$ cat config.mk
export PLATFORM = sky130hd
export DESIGN_NAME = multi_channel_quadrature_decoder_core
export DESIGN_NICKNAME = d
export VERILOG_FILES = /design/src/rtl/qdec_pkg.sv /design/src/rtl/qdec_chan_mem.sv /design/src/rtl/qdec_step_calc.sv /design/src/rtl/multi_channel_quadrature_decoder_core.sv
export SDC_FILE = /design/constraint.sdc
export NUM_CORES = 1
export LEC_CHECK = 0
export BUFFER_PORTS_ARGS = -buffer_cell sky130_fd_sc_hd__buf_2
export CELL_PAD_IN_SITES_DETAIL_PLACEMENT = 0
export CELL_PAD_IN_SITES_GLOBAL_PLACEMENT = 2
export CORE_MARGIN = 2
export CORE_UTILIZATION = 45
export CTS_CLUSTER_SIZE = 28
export DETAILED_ROUTE_END_ITERATION = 10
export PLACE_DENSITY_LB_ADDON = 0.1
export SYNTH_ARGS = -nofsm -noshare
export SYNTH_HDL_FRONTEND = slang
export SYNTH_SLANG_ARGS = --single-unit
$ cat constraint.sdc
create_clock -name clk_i -period 14.5 [get_ports clk_i]
set_input_delay 2.9 -clock clk_i [delete_from_list [all_inputs] [get_ports clk_i]]
set_output_delay 2.9 -clock clk_i [all_outputs]
set_load 0.02 [all_outputs]
$ cat src/rtl/qdec_pkg.sv
`timescale 1ns / 1ps
// ----------------------------------------------------------------------------
// qdec_pkg
// Shared types, constants and helpers of the multi-channel quadrature decoder.
// ----------------------------------------------------------------------------
package qdec_pkg;

  localparam int CHANNELS  = 4;
  localparam int CH_W      = (CHANNELS > 1) ? $clog2(CHANNELS) : 1;
  localparam int POS_W     = 16;
  localparam int THR_W     = 15;
  localparam int PIN_W     = 4;
  localparam int PIN_IDX_W = 2;
  localparam int SEL_W     = 3;
  localparam int OP_W      = 3;
  localparam int CFG_IDX_W = 1;

  localparam logic [THR_W-1:0] ACCEL_HIGH_RESET = THR_W'(5);
  localparam logic [THR_W-1:0] ACCEL_LOW_RESET  = THR_W'(2);

  localparam logic [CFG_IDX_W-1:0] CFG_ACCEL_HIGH = CFG_IDX_W'(0);
  localparam logic [CFG_IDX_W-1:0] CFG_ACCEL_LOW  = CFG_IDX_W'(1);

  typedef enum logic [OP_W-1:0] {
    OP_POSITION  = 3'd0,
    OP_DELTA     = 3'd1,
    OP_ACCEL     = 3'd2,
    OP_RESET_POS = 3'd3,
    OP_START     = 3'd4
  } opcode_e;

  typedef enum logic [1:0] {
    ST_IDLE,
    ST_EXEC,
    ST_SWEEP
  } state_e;

  // Step per transition, indexed by {previous AB, current AB}
  localparam logic signed [1:0] STEP_TABLE [16] = '{
     2'sd0, -2'sd1,  2'sd1,  2'sd0,
     2'sd1,  2'sd0,  2'sd0, -2'sd1,
    -2'sd1,  2'sd0,  2'sd0,  2'sd1,
     2'sd0,  2'sd1, -2'sd1,  2'sd0
  };

  typedef struct packed {
    logic [POS_W-1:0] pos;
    logic [1:0]       prev_ab;
  } chan_entry_t;

  typedef struct packed {
    logic              entry_we;
    logic              last_we;
    logic [CH_W-1:0]   addr;
    chan_entry_t       entry;
    logic [POS_W-1:0]  last_read;
  } mem_wr_t;

  typedef struct packed {
    logic              entry_we;
    logic              last_we;
    chan_entry_t       entry;
    logic [POS_W-1:0]  last_read;
    logic [POS_W-1:0]  result;
  } calc_out_t;

  // AB pair of one encoder, A in the high bit; encoders without pins read zero
  function automatic logic [1:0] sample_ab(logic [SEL_W-1:0] ch,
                                           logic [PIN_W-1:0] pa,
                                           logic [PIN_W-1:0] pb);
    logic [1:0] ab;
    ab = 2'b00;
    if (32'(ch) < PIN_W) begin
      ab = {pa[ch[PIN_IDX_W-1:0]], pb[ch[PIN_IDX_W-1:0]]};
    end
    return ab;
  endfunction

endpackage

$ cat src/rtl/qdec_chan_mem.sv
`timescale 1ns / 1ps
// ----------------------------------------------------------------------------
// qdec_chan_mem
// Per-channel state memories: {position, previous AB} and last-read position.
// Registered read; entries never written read as zero.
// ----------------------------------------------------------------------------
module qdec_chan_mem import qdec_pkg::*; (
  input  logic              clk_i,
  input  logic              rst_ni,
  input  logic              rd_en_i,
  input  logic [CH_W-1:0]   rd_addr_i,
  input  mem_wr_t           wr_i,
  output chan_entry_t       rd_entry_o,
  output logic [POS_W-1:0]  rd_last_o
);

  chan_entry_t      entry_mem [CHANNELS];
  logic [POS_W-1:0] last_mem  [CHANNELS];

  logic [CHANNELS-1:0] entry_vld_q;
  logic [CHANNELS-1:0] last_vld_q;
  chan_entry_t         rd_entry_q;
  logic [POS_W-1:0]    rd_last_q;
  logic                rd_entry_hit_q;
  logic                rd_last_hit_q;

  always_ff @(posedge clk_i) begin
    if (wr_i.entry_we) begin
      entry_mem[wr_i.addr] <= wr_i.entry;
    end
    if (wr_i.last_we) begin
      last_mem[wr_i.addr] <= wr_i.last_read;
    end
    if (rd_en_i) begin
      rd_entry_q <= entry_mem[rd_addr_i];
      rd_last_q  <= last_mem[rd_addr_i];
    end
  end

  always_ff @(posedge clk_i or negedge rst_ni) begin
    if (!rst_ni) begin
      entry_vld_q    <= '0;
      last_vld_q     <= '0;
      rd_entry_hit_q <= 1'b0;
      rd_last_hit_q  <= 1'b0;
    end else begin
      if (wr_i.entry_we) begin
        entry_vld_q[wr_i.addr] <= 1'b1;
      end
      if (wr_i.last_we) begin
        last_vld_q[wr_i.addr] <= 1'b1;
      end
      if (rd_en_i) begin
        rd_entry_hit_q <= entry_vld_q[rd_addr_i];
        rd_last_hit_q  <= last_vld_q[rd_addr_i];
      end
    end
  end

  assign rd_entry_o = rd_entry_hit_q ? rd_entry_q : '0;
  assign rd_last_o  = rd_last_hit_q ? rd_last_q : '0;

endmodule

$ cat src/rtl/qdec_step_calc.sv
`timescale 1ns / 1ps
// ----------------------------------------------------------------------------
// qdec_step_calc
// Modify stage: decode the AB transition, update position, form the result.
// ----------------------------------------------------------------------------
module qdec_step_calc import qdec_pkg::*; (
  input  opcode_e           op_i,
  input  logic [1:0]        ab_now_i,
  input  chan_entry_t       entry_i,
  input  logic [POS_W-1:0]  last_read_i,
  input  logic [THR_W-1:0]  thr_high_i,
  input  logic [THR_W-1:0]  thr_low_i,
  output calc_out_t         out_o
);

  logic signed [1:0]       step;
  logic [POS_W-1:0]        new_pos;
  logic [POS_W-1:0]        delta;
  logic signed [POS_W:0]   delta_s;
  logic signed [POS_W:0]   hi_s;
  logic signed [POS_W:0]   lo_s;
  logic [POS_W-1:0]        scaled;

  always_comb begin
    step    = STEP_TABLE[{entry_i.prev_ab, ab_now_i}];
    new_pos = entry_i.pos + POS_W'($signed(step));
    delta   = new_pos - last_read_i;
    delta_s = $signed({delta[POS_W-1], delta});
    hi_s    = $signed({2'b00, thr_high_i});
    lo_s    = $signed({2'b00, thr_low_i});

    // first matching test decides
    if (delta_s > hi_s) begin
      scaled = {delta[POS_W-3:0], 2'b00};
    end else if (delta_s > lo_s) begin
      scaled = {delta[POS_W-2:0], 1'b0};
    end else if (delta_s < -hi_s) begin
      scaled = {delta[POS_W-3:0], 2'b00};
    end else if (delta_s < -lo_s) begin
      scaled = {delta[POS_W-2:0], 1'b0};
    end else begin
      scaled = delta;
    end

    out_o.entry_we  = 1'b1;
    out_o.last_we   = 1'b0;
    out_o.entry     = '{pos: new_pos, prev_ab: ab_now_i};
    out_o.last_read = new_pos;
    out_o.result    = '0;

    case (op_i)
      OP_POSITION: begin
        out_o.result = new_pos;
      end
      OP_DELTA: begin
        out_o.last_we = 1'b1;
        out_o.result  = delta;
      end
      OP_ACCEL: begin
        out_o.last_we = 1'b1;
        out_o.result  = scaled;
      end
      OP_RESET_POS: begin
        // clear position, keep the AB history
        out_o.entry = '{pos: '0, prev_ab: entry_i.prev_ab};
      end
      default: begin
        out_o.entry_we = 1'b0;
      end
    endcase
  end

endmodule

$ cat src/rtl/multi_channel_quadrature_decoder_core.sv
`timescale 1ns / 1ps
// ----------------------------------------------------------------------------
// multi_channel_quadrature_decoder_core
// x4 quadrature decoder for several encoders sharing one command port.
// ----------------------------------------------------------------------------
// Usage:
//   Drive start_i with opcode_i, encoder_select_i and the sampled pins; the
//   command is taken when start_i is high and busy_o is low. Every command
//   returns one result on result_value_o, marked by result_valid_o for a
//   single cycle; the receiver cannot stall it.
//   Position, delta, accelerated delta and reset position of a valid encoder
//   do a read-modify-write on the channel memory: read at the accept edge,
//   modify and write back in the next cycle. The result strobe is registered
//   from the modify cycle and busy_o is high during that cycle, so a new
//   command is taken only once the write-back is done.
//   The first start clears all positions and captures every AB pair in a
//   sweep, one memory entry per cycle, with busy_o high.
//   A second start, an unknown opcode or an out-of-range encoder returns
//   zero in the cycle after accept and leaves busy_o low.
//   Reset clears all positions, AB history, last-read values and the start
//   flag, and loads the threshold defaults (high 5, low 2).
//   Threshold writes through cfg_we_i take effect at once; write only idle.
// ----------------------------------------------------------------------------
module multi_channel_quadrature_decoder_core import qdec_pkg::*; (
  input  logic                  clk_i,
  input  logic                  rst_ni,
  input  logic                  cfg_we_i,
  input  logic [CFG_IDX_W-1:0]  cfg_idx_i,
  input  logic [THR_W-1:0]      cfg_data_i,
  input  logic                  start_i,
  output logic                  busy_o,
  input  logic [OP_W-1:0]       opcode_i,
  input  logic [SEL_W-1:0]      encoder_select_i,
  input  logic [PIN_W-1:0]      pins_a_i,
  input  logic [PIN_W-1:0]      pins_b_i,
  output logic                  result_valid_o,
  output logic signed [POS_W-1:0] result_value_o
);

  state_e             state_q, state_d;
  logic [THR_W-1:0]   thr_high_q, thr_low_q;
  logic               started_q, started_d;
  opcode_e            op_q, op_d;
  logic [SEL_W-1:0]   sel_q, sel_d;
  logic [PIN_W-1:0]   pa_q, pa_d, pb_q, pb_d;
  logic [CH_W-1:0]    cnt_q, cnt_d;
  logic               res_vld_q, res_vld_d;
  logic [POS_W-1:0]   res_q, res_d;

  logic               accept;
  logic               sel_ok;
  opcode_e            op_in;
  logic               rd_en;
  mem_wr_t            mem_wr;
  chan_entry_t        rd_entry;
  logic [POS_W-1:0]   rd_last;
  calc_out_t          calc;

  assign op_in  = opcode_e'(opcode_i);
  assign accept = start_i && (state_q == ST_IDLE);
  assign sel_ok = 32'(encoder_select_i) < CHANNELS;

  qdec_chan_mem u_mem (
    .clk_i      (clk_i),
    .rst_ni     (rst_ni),
    .rd_en_i    (rd_en),
    .rd_addr_i  (encoder_select_i[CH_W-1:0]),
    .wr_i       (mem_wr),
    .rd_entry_o (rd_entry),
    .rd_last_o  (rd_last)
  );

  qdec_step_calc u_calc (
    .op_i        (op_q),
    .ab_now_i    (sample_ab(sel_q, pa_q, pb_q)),
    .entry_i     (rd_entry),
    .last_read_i (rd_last),
    .thr_high_i  (thr_high_q),
    .thr_low_i   (thr_low_q),
    .out_o       (calc)
  );

  always_comb begin
    state_d   = state_q;
    started_d = started_q;
    op_d      = op_q;
    sel_d     = sel_q;
    pa_d      = pa_q;
    pb_d      = pb_q;
    cnt_d     = cnt_q;
    res_vld_d = 1'b0;
    res_d     = res_q;
    rd_en     = 1'b0;
    mem_wr    = '0;
    busy_o    = (state_q != ST_IDLE);

    case (state_q)
      ST_IDLE: begin
        if (accept) begin
          op_d  = op_in;
          sel_d = encoder_select_i;
          pa_d  = pins_a_i;
          pb_d  = pins_b_i;
          if ((op_in inside {OP_POSITION, OP_DELTA, OP_ACCEL, OP_RESET_POS}) &&
              sel_ok) begin
            rd_en   = 1'b1;
            state_d = ST_EXEC;
          end else begin
            res_vld_d = 1'b1;
            res_d     = '0;
            if (op_in == OP_START && !started_q) begin
              started_d = 1'b1;
              cnt_d     = '0;
              state_d   = ST_SWEEP;
            end
          end
        end
      end
      ST_EXEC: begin
        mem_wr.entry_we  = calc.entry_we;
        mem_wr.last_we   = calc.last_we;
        mem_wr.addr      = sel_q[CH_W-1:0];
        mem_wr.entry     = calc.entry;
        mem_wr.last_read = calc.last_read;
        res_vld_d        = 1'b1;
        res_d            = calc.result;
        state_d          = ST_IDLE;
      end
      ST_SWEEP: begin
        // zero the position and capture the AB pair of one channel per cycle
        mem_wr.entry_we = 1'b1;
        mem_wr.addr     = cnt_q;
        mem_wr.entry    = '{pos: '0, prev_ab: sample_ab(SEL_W'(cnt_q), pa_q, pb_q)};
        cnt_d           = cnt_q + CH_W'(1);
        if (32'(cnt_q) == CHANNELS - 1) begin
          state_d = ST_IDLE;
        end
      end
      default: begin
        state_d = ST_IDLE;
      end
    endcase
  end

  always_ff @(posedge clk_i or negedge rst_ni) begin
    if (!rst_ni) begin
      state_q    <= ST_IDLE;
      started_q  <= 1'b0;
      cnt_q      <= '0;
      res_vld_q  <= 1'b0;
      thr_high_q <= ACCEL_HIGH_RESET;
      thr_low_q  <= ACCEL_LOW_RESET;
    end else begin
      state_q   <= state_d;
      started_q <= started_d;
      cnt_q     <= cnt_d;
      res_vld_q <= res_vld_d;
      if (cfg_we_i) begin
        case (cfg_idx_i)
          CFG_ACCEL_HIGH: thr_high_q <= cfg_data_i;
          CFG_ACCEL_LOW:  thr_low_q  <= cfg_data_i;
          default: ;
        endcase
      end
    end
  end

  always_ff @(posedge clk_i) begin
    op_q  <= op_d;
    sel_q <= sel_d;
    pa_q  <= pa_d;
    pb_q  <= pb_d;
    res_q <= res_d;
  end

  assign result_valid_o = res_vld_q;
  assign result_value_o = $signed(res_q);

  // Assertions
  a_exec_after_read: assert property (@(posedge clk_i) disable iff (!rst_ni)
    (state_q == ST_EXEC) |-> $past(accept))
    else $error("modify cycle without a preceding memory read");

  a_result_source: assert property (@(posedge clk_i) disable iff (!rst_ni)
    res_vld_q |-> ($past(accept) && !$past(rd_en)) || $past(state_q == ST_EXEC))
    else $error("result strobe without a finished transaction");

  a_started_sticky: assert property (@(posedge clk_i) disable iff (!rst_ni)
    started_q |=> started_q)
    else $error("start flag dropped");

  a_sweep_once: assert property (@(posedge clk_i) disable iff (!rst_ni)
    (state_q == ST_SWEEP) |-> started_q && (32'(cnt_q) < CHANNELS))
    else $error("start sweep out of range or repeated");

  a_no_write_idle: assert property (@(posedge clk_i) disable iff (!rst_ni)
    (state_q == ST_IDLE) |-> !mem_wr.entry_we && !mem_wr.last_we)
    else $error("memory write while idle");

endmodule
Word level (Yosys, flattened, before mapping)
Memories as Yosys holds them, arrays and structs flattened. A register that Yosys moved wholly into a read port is not among the register bits.
Index checks and enable logic that the tools add are counted.

operators by class
  bitwise operators = 5
  add/sub/neg operators = 5
  reductions and logical operators = 21
  equal/unequal tests = 15
  multiplexer cells = 53
  $lt $le $gt $ge = 12

operators with widths
  kind                                                        number
  two-way mux 16 bit                                          8
  one-hot mux 16 bit (3 select lines)                         1
  one-hot mux 20 bit (2 select lines)                         1
  two-way mux 18 bit                                          2
  less-than comparator 16 x 17 -> 1 bit                       2
  negator 15 -> 17 bit                                        2
  greater-than comparator 16 bit                              2
  one-hot mux 16 bit (2 select lines)                         1
  two-way mux 2 bit                                           10
  two-way mux 1 bit                                           19
  adder 16 bit                                                1
  subtractor 16 bit                                           1
  binary-select mux 1 bit (select 2 bit)                      6
  == test 3 x 2 -> 1 bit, second input constant               4
  less-than comparator 2 x 3 -> 1 bit, second input constant  4
  OR 4 bit                                                    2
  one-hot mux 2 bit (2 select lines)                          2
  AND reduction 4 bit                                         2
  == test 3 x 1 -> 1 bit, second input constant               2
  zero test 3 bit                                             2
  less-than comparator 3 bit, second input constant           2
  inequality test 2 bit, second input constant                3
  AND reduction 2 bit                                         3
  AND reduction 3 bit                                         2
  19 further kinds                                            27

word-level totals
  bits in read-only memories = 32
  word-level logic and storage cells = 129
  output and inout port bits = 18
  memory bits (writable) = 136
  bits of input ports = 34
  memories kept = 3
  bits in registers = 76

memory list
  memory            words  width  rd ports  clocked after Yosys merged registers in  write ports  line                  source
  u_mem.entry_mem   4      18     1         1                                        1            qdec_chan_mem.sv:17   chan_entry_t entry_mem [CHANNELS];
  u_mem.last_mem    4      16     1         1                                        1            qdec_chan_mem.sv:18   logic [POS_W-1:0] last_mem [CHANNELS];
  (name not given)  16     2      1         0                                        0            qdec_step_calc.sv:25  step = STEP_TABLE[{entry_i.prev_ab, ab_now_i}];

Longest topological paths before layout
  depth in word-level cells = 16
  gate-level depth with buffers = 38
  depth with buffers taken out = 35

Cells and area by module
From an unflattened synthesis, not the netlist that was laid out.

second synthesis, totals
  cells, all modules = 1236
  area, all modules = 14495.2 µm²

by module, submodules not included
  module                                 cells an instance  area each (µm²)  instances
  qdec_chan_mem                          284                6612.6           1
  qdec_step_calc                         741                4959.8           1
  multi_channel_quadrature_decoder_core  211                2922.8           1

Worst setup path before layout
OpenSTA, ideal clock, no wires.

  path type = register to register
  from = register sel_q[0]
  to = register res_q[8] (netlist: result_value_o[8]), data pin
  stages on the path, launching flop included = 38
  period minus slack after synthesis = 8.056 ns
  data arrival time = 7.788 ns
  library setup time = 0.268 ns
  slack = 6.444 ns
  path through = edfxtp_1 mux4_2 nand2b_1 inv_1 ha_1 or2_1 a21oi_1 or2_1 buf_2 inv_2 ha_1 o21a_1 or2_2 and3_1 o211a_1 buf_2 a22o_1 or2_1 [2 not listed] ha_1 or3_1 a211oi_1 a211o_1 nor4_1 mux2i_1 nand2_1 ha_1 nand4_1 nor3_1 nand3_1 a211o_1 o211a_1 and2_1 o31a_4 clkbuf_1 o221ai_1 o22ai_1

on the way
  cells in the longest elaborated chain, start to end = 16
  elaborated cells between the ends (all ways) = 22

ends and longest elaborated chain
  item                                                       line                                          source
  from (decl)                                                multi_channel_quadrature_decoder_core.sv:44   logic [SEL_W-1:0] sel_q, sel_d;
  from (signal assigned)                                     multi_channel_quadrature_decoder_core.sv:170  sel_q <= sel_d;
  binary-select mux 1 bit (select 2 bit)                     qdec_pkg.sv:74                                ab = {pa[ch[PIN_IDX_W-1:0]], pb[ch[PIN_IDX_W-1:0]]};
  two-way mux 1 bit (not written as such)                    qdec_pkg.sv:74
  two-way mux 2 bit (*)                                      qdec_pkg.sv:73                                if (32'(ch) < PIN_W) begin
  inverter 4 -> 5 bit (not written as such) (*)              qdec_step_calc.sv:25
  memory (16 x 2 bit) (*)                                    --
  two-way mux 2 bit (not written as such) (*) (2 in series)  qdec_step_calc.sv:25
  adder 16 bit (*)                                           qdec_step_calc.sv:26                          new_pos = entry_i.pos + POS_W'($signed(step));
  subtractor 16 bit                                          qdec_step_calc.sv:27                          delta = new_pos - last_read_i;
  less-than comparator 16 x 17 -> 1 bit                      qdec_step_calc.sv:39                          end else if (delta_s < -lo_s) begin
  two-way mux 16 bit                                         qdec_step_calc.sv:39
  two-way mux 16 bit                                         qdec_step_calc.sv:37                          end else if (delta_s < -hi_s) begin
  two-way mux 16 bit                                         qdec_step_calc.sv:35                          end else if (delta_s > lo_s) begin
  two-way mux 16 bit                                         qdec_step_calc.sv:33                          if (delta_s > hi_s) begin
  one-hot mux 16 bit (3 select lines) (*)                    qdec_step_calc.sv:51                          case (op_i)
  one-hot mux 16 bit (2 select lines) (*)                    multi_channel_quadrature_decoder_core.sv:97   case (state_q)
  to (signal assigned)                                       multi_channel_quadrature_decoder_core.sv:173  res_q <= res_d;
  to (decl)                                                  multi_channel_quadrature_decoder_core.sv:48   logic [POS_W-1:0] res_q, res_d;

Mark *: on every way between the ends. The rest lies on a longest branch, timed or not. The select of a mux whose other input is x is not followed.
A chain may end at the register's enable or synchronous reset.

Final worst setup path
  from = register sel_q[0]
  to = register res_q[3] (netlist: result_value_o[3]), data pin

The elaborated chain is that of the path after synthesis.

==> flow_summary.json <==
{
  "cp_data_required_time_ns": 14.90,
  "critPathMostFrequentCell": "sky130_fd_sc_hd__ha_1",
  "maxCapViolCount": 0,
  "place_hpwl_mm": 28.14,
  "synth_top_family_by_area": "compound AO/OA/AOI/OAI gates",
  "clock-sinks": 246,
  "vias_cell": 5.737,
  "avgRoutedWirePerCell_um": 22.05,
  "synthSimpleGateAreaFrac_pct": 12.64,
  "max_slew.worst_pin.slew_ns": 1.118,
  "netlist_area_mm2": 0.01464,
  "detail_route.drc_violations": 0,
  "finClkSkew_ns": 0.02183,
  "muxShareOfSynthArea_pct": 9.238,
  "layout.cells.most_common_list": "sky130_fd_sc_hd__edfxtp_1 (200), sky130_fd_sc_hd__nand2_1 (104), sky130_fd_sc_hd__nor2_1 (83), sky130_fd_sc_hd__ha_1 (79), sky130_fd_sc_hd__inv_1 (67)",
  "synth_compound_gate_area_share_pct": 12.74,
  "cts_root_buffer": "sky130_fd_sc_hd__clkbuf_16",
  "cts-hold-fix-buffers": 0,
  "areaGrowthSynthToFinish_pct": 11.66,
  "dominantRegCellSynth": "sky130_fd_sc_hd__edfxtp_1",
  "crit_path_launch_type": "flip-flop",
  "floorplan.initialDensity_pct": 45.35,
  "startpoint_to_endpoint_class_of_the_critical_path": "flip-flop to flip-flop",
  "status": "completed",
  "syn_area_per_cell_um2": 11.81,
  "crit_path_max_incr_delay_ns": 0.68,
  "path_clk_slew_ns": 0.06,
  "drt_pass1_iterations": 6,
  "ys_ff_latch": 246,
  "critical_path_peak_fanout": 15,
  "period_share_pct": 71.41,
  "final_max_slew_viol_count": 0,
  "crit_path_top_delay_cell": "sky130_fd_sc_hd__a21oi_1",
  "post_synth_fa_ha_maj_area_fraction_pct": 7.093,
  "cp_top_family": "simple AND/OR/NAND/NOR gates",
  "finalWeightedCongestion": 0.8239,
  "antenna_found_initial": 0,
  "setup-violations-final": 0,
  "worstSetupEndpointType": "flip-flop",
  "die_footprint_mm2": 0.03400,
  "synthArstFlopShare_pct": 18.70,
  "design.portCount": 52,
  "cts_setup_buffers": 0,
  "postSynthCellCount": 1240,
  "cts_buffer_depth": 3,
  "rsz0062_at_grt": "no",
  "routed_wl_mm": 38.72,
  "count_of_nets_after_finishing": 1407,
  "port-buffer-count": 51,
  "hp-class": "flip-flop to flip-flop",
  "timing.setup.tns_ns": 0,
  "post_synth_xor_area_fraction_pct": 6.230,
  "ys_seq_area_share_pct": 48.91,
  "synth_enable_flop_cells": 200,
  "tritoncts": "yes",
  "antenna_cells_inserted": 0,
  "hold_ws_ns": 0.4642,
  "dieHeight_um": 184.4,
  "post-route-util_pct": 50.64,
  "share_of_post_route_cells_with_drive_strength_above_1_pct": 16.74,
  "grt_use_total_pct": 23.19,
  "vias_after_detailed_routing": 10075,
  "finalHoldViolCount": 0,
  "drtAntennaViolNets": 0,
  "relSlewSlack_pct": 25.44,
  "detailed_place.area_mm2": 0.01543,
  "achievable-frequency_mhz": 96.58,
  "finish.instance_area_mm2": 0.01635,
  "grt_max_degree": 47,
  "syn_nets": 1354,
  "filler_cell_count": 2865,
  "htree_num_levels": 1,
  "layout.cells.most_common": "sky130_fd_sc_hd__edfxtp_1",
  "grt_first_pass_wirelength_mm": 59.59,
  "first_global_vias": 9712,
  "num_rows": 66,
  "clk_latency_worst_skew_pair_ns": 0.56,
  "die-width_um": 184.4,
  "cts_buffers": 27,
  "yosysUniqueCellTypes": 97,
  "worst_ep_arrival_time_ns": 10.76,
  "globalRouteOverflowTotal": 0,
  "coreArea_mm2": 0.03229,
  "initialDrtViolationCount": 1006,
  "final_period_minus_worst_setup_slack_ns": 10.35,
  "synth.yosys.warnings": 0,
  "post_cts.resized_instances": 0,
  "worst-path-buf-inv": 2
}
## worst reg2reg max path: cells and delay by family, from the launching register on
family,cells,cell delay [ns]
simple gates,13,3.33
flops,1,0.42
mux,2,0.86
xor+xnor,1,0.48
buf+inv,2,0.35
compound gates,11,3.17
fa+ha+maj,4,1.59
## cell families (layout without fill, tap and decap cells)
group,count (synthesis),in the layout
buf+inv,115,189
compound gates,259,259
simple gates,370,370
xor+xnor,86,86
fa+ha+maj,83,83
flops,246,246
mux,81,81
## through the flow
stage | setup slack (ns) | cells
floorplan | 6.444 | 1240
global placement | 4.341 | 1706
detailed placement | 4.303 | 1706
CTS | 4.294 | 1756
global route | 3.549 | 1756
finish | 4.146 | 1756
## layout make-up
cell class                 instances  area, µm²  share of cell area (%)
clock buffer                      36      719.4                   4.400
clock inverter                    14      198.9                   1.217
inverter                          69      259.0                   1.584
multi-input combinational        879       7061                   43.19
sequential                       246       7161                   43.80
tap                              442      553.0                   3.383
timing repair buffer              70      397.9                   2.434
## final timing paths
check | startpoint | endpoint | slack, ns | cells after the start
max | sel_q[0] | result_value_o[3] | 4.15 | 33
max reg2reg | sel_q[0] | result_value_o[3] | 4.15 | 33
min reg2reg | u_mem.last_vld_q[3] | u_mem.last_vld_q[3] | 0.46 | 1
min in group asynchronous | rst_ni | thr_low_q[12] | 2.44 | 2
max in group asynchronous | rst_ni | state_q[1] | 11.58 | 2
min | u_mem.last_vld_q[3] | u_mem.last_vld_q[3] | 0.46 | 1
## registers in the layout (all words and copies together) (netlist names), 2 cells and up
name,count
cnt_q,2
pb_q,4
thr_high_q,15
u_mem.rd_entry_q,18
state_q,2
thr_low_q,15
u_mem.last_vld_q,4
op_q,3
u_mem.entry_mem,72
u_mem.last_mem,64
sel_q,3
u_mem.rd_last_q,16
result_value_o,16
pa_q,4
u_mem.entry_vld_q,4
## Yosys cell counts, drive strengths merged (8+ instances only)
cell type    n  share of area [%]
edfxtp     200                 41
nand2      105                2.7
nor2        84                2.2
ha          79                6.8
inv         68                1.7
xnor2       55                3.4
a21oi       54                1.9
o21ai       51                1.7
dfrtp       43                7.3
mux4        40                6.2
clkbuf      28               0.72
nand3       24               0.85
nor3        24               0.85
nor2b       22               0.94
xor2        22                1.4
mux2i       21                1.5
o22ai       21               0.94
mux2        20                1.6
and2        19               0.81
nand2b      19               0.81
buf         18               0.67
o221ai      17                1.1
a21o        14               0.72
o21a        14               0.72
or2         14               0.60
nand4       12               0.51
a22oi       10               0.61
or3         10               0.43
a211oi       8               0.44
nor4         8               0.34
## layer usage
layer  part of all wire, %  global-route usage, %
met1                    50                  36.15
met3                   4.9                  2.826
met5                     0                      0
met2                    44                  34.86
met4                   1.3                  4.448
Power is left out: the tool's default activity adds up to more than one toggle a clock period on the data nets, which glitch-free logic cannot reach.
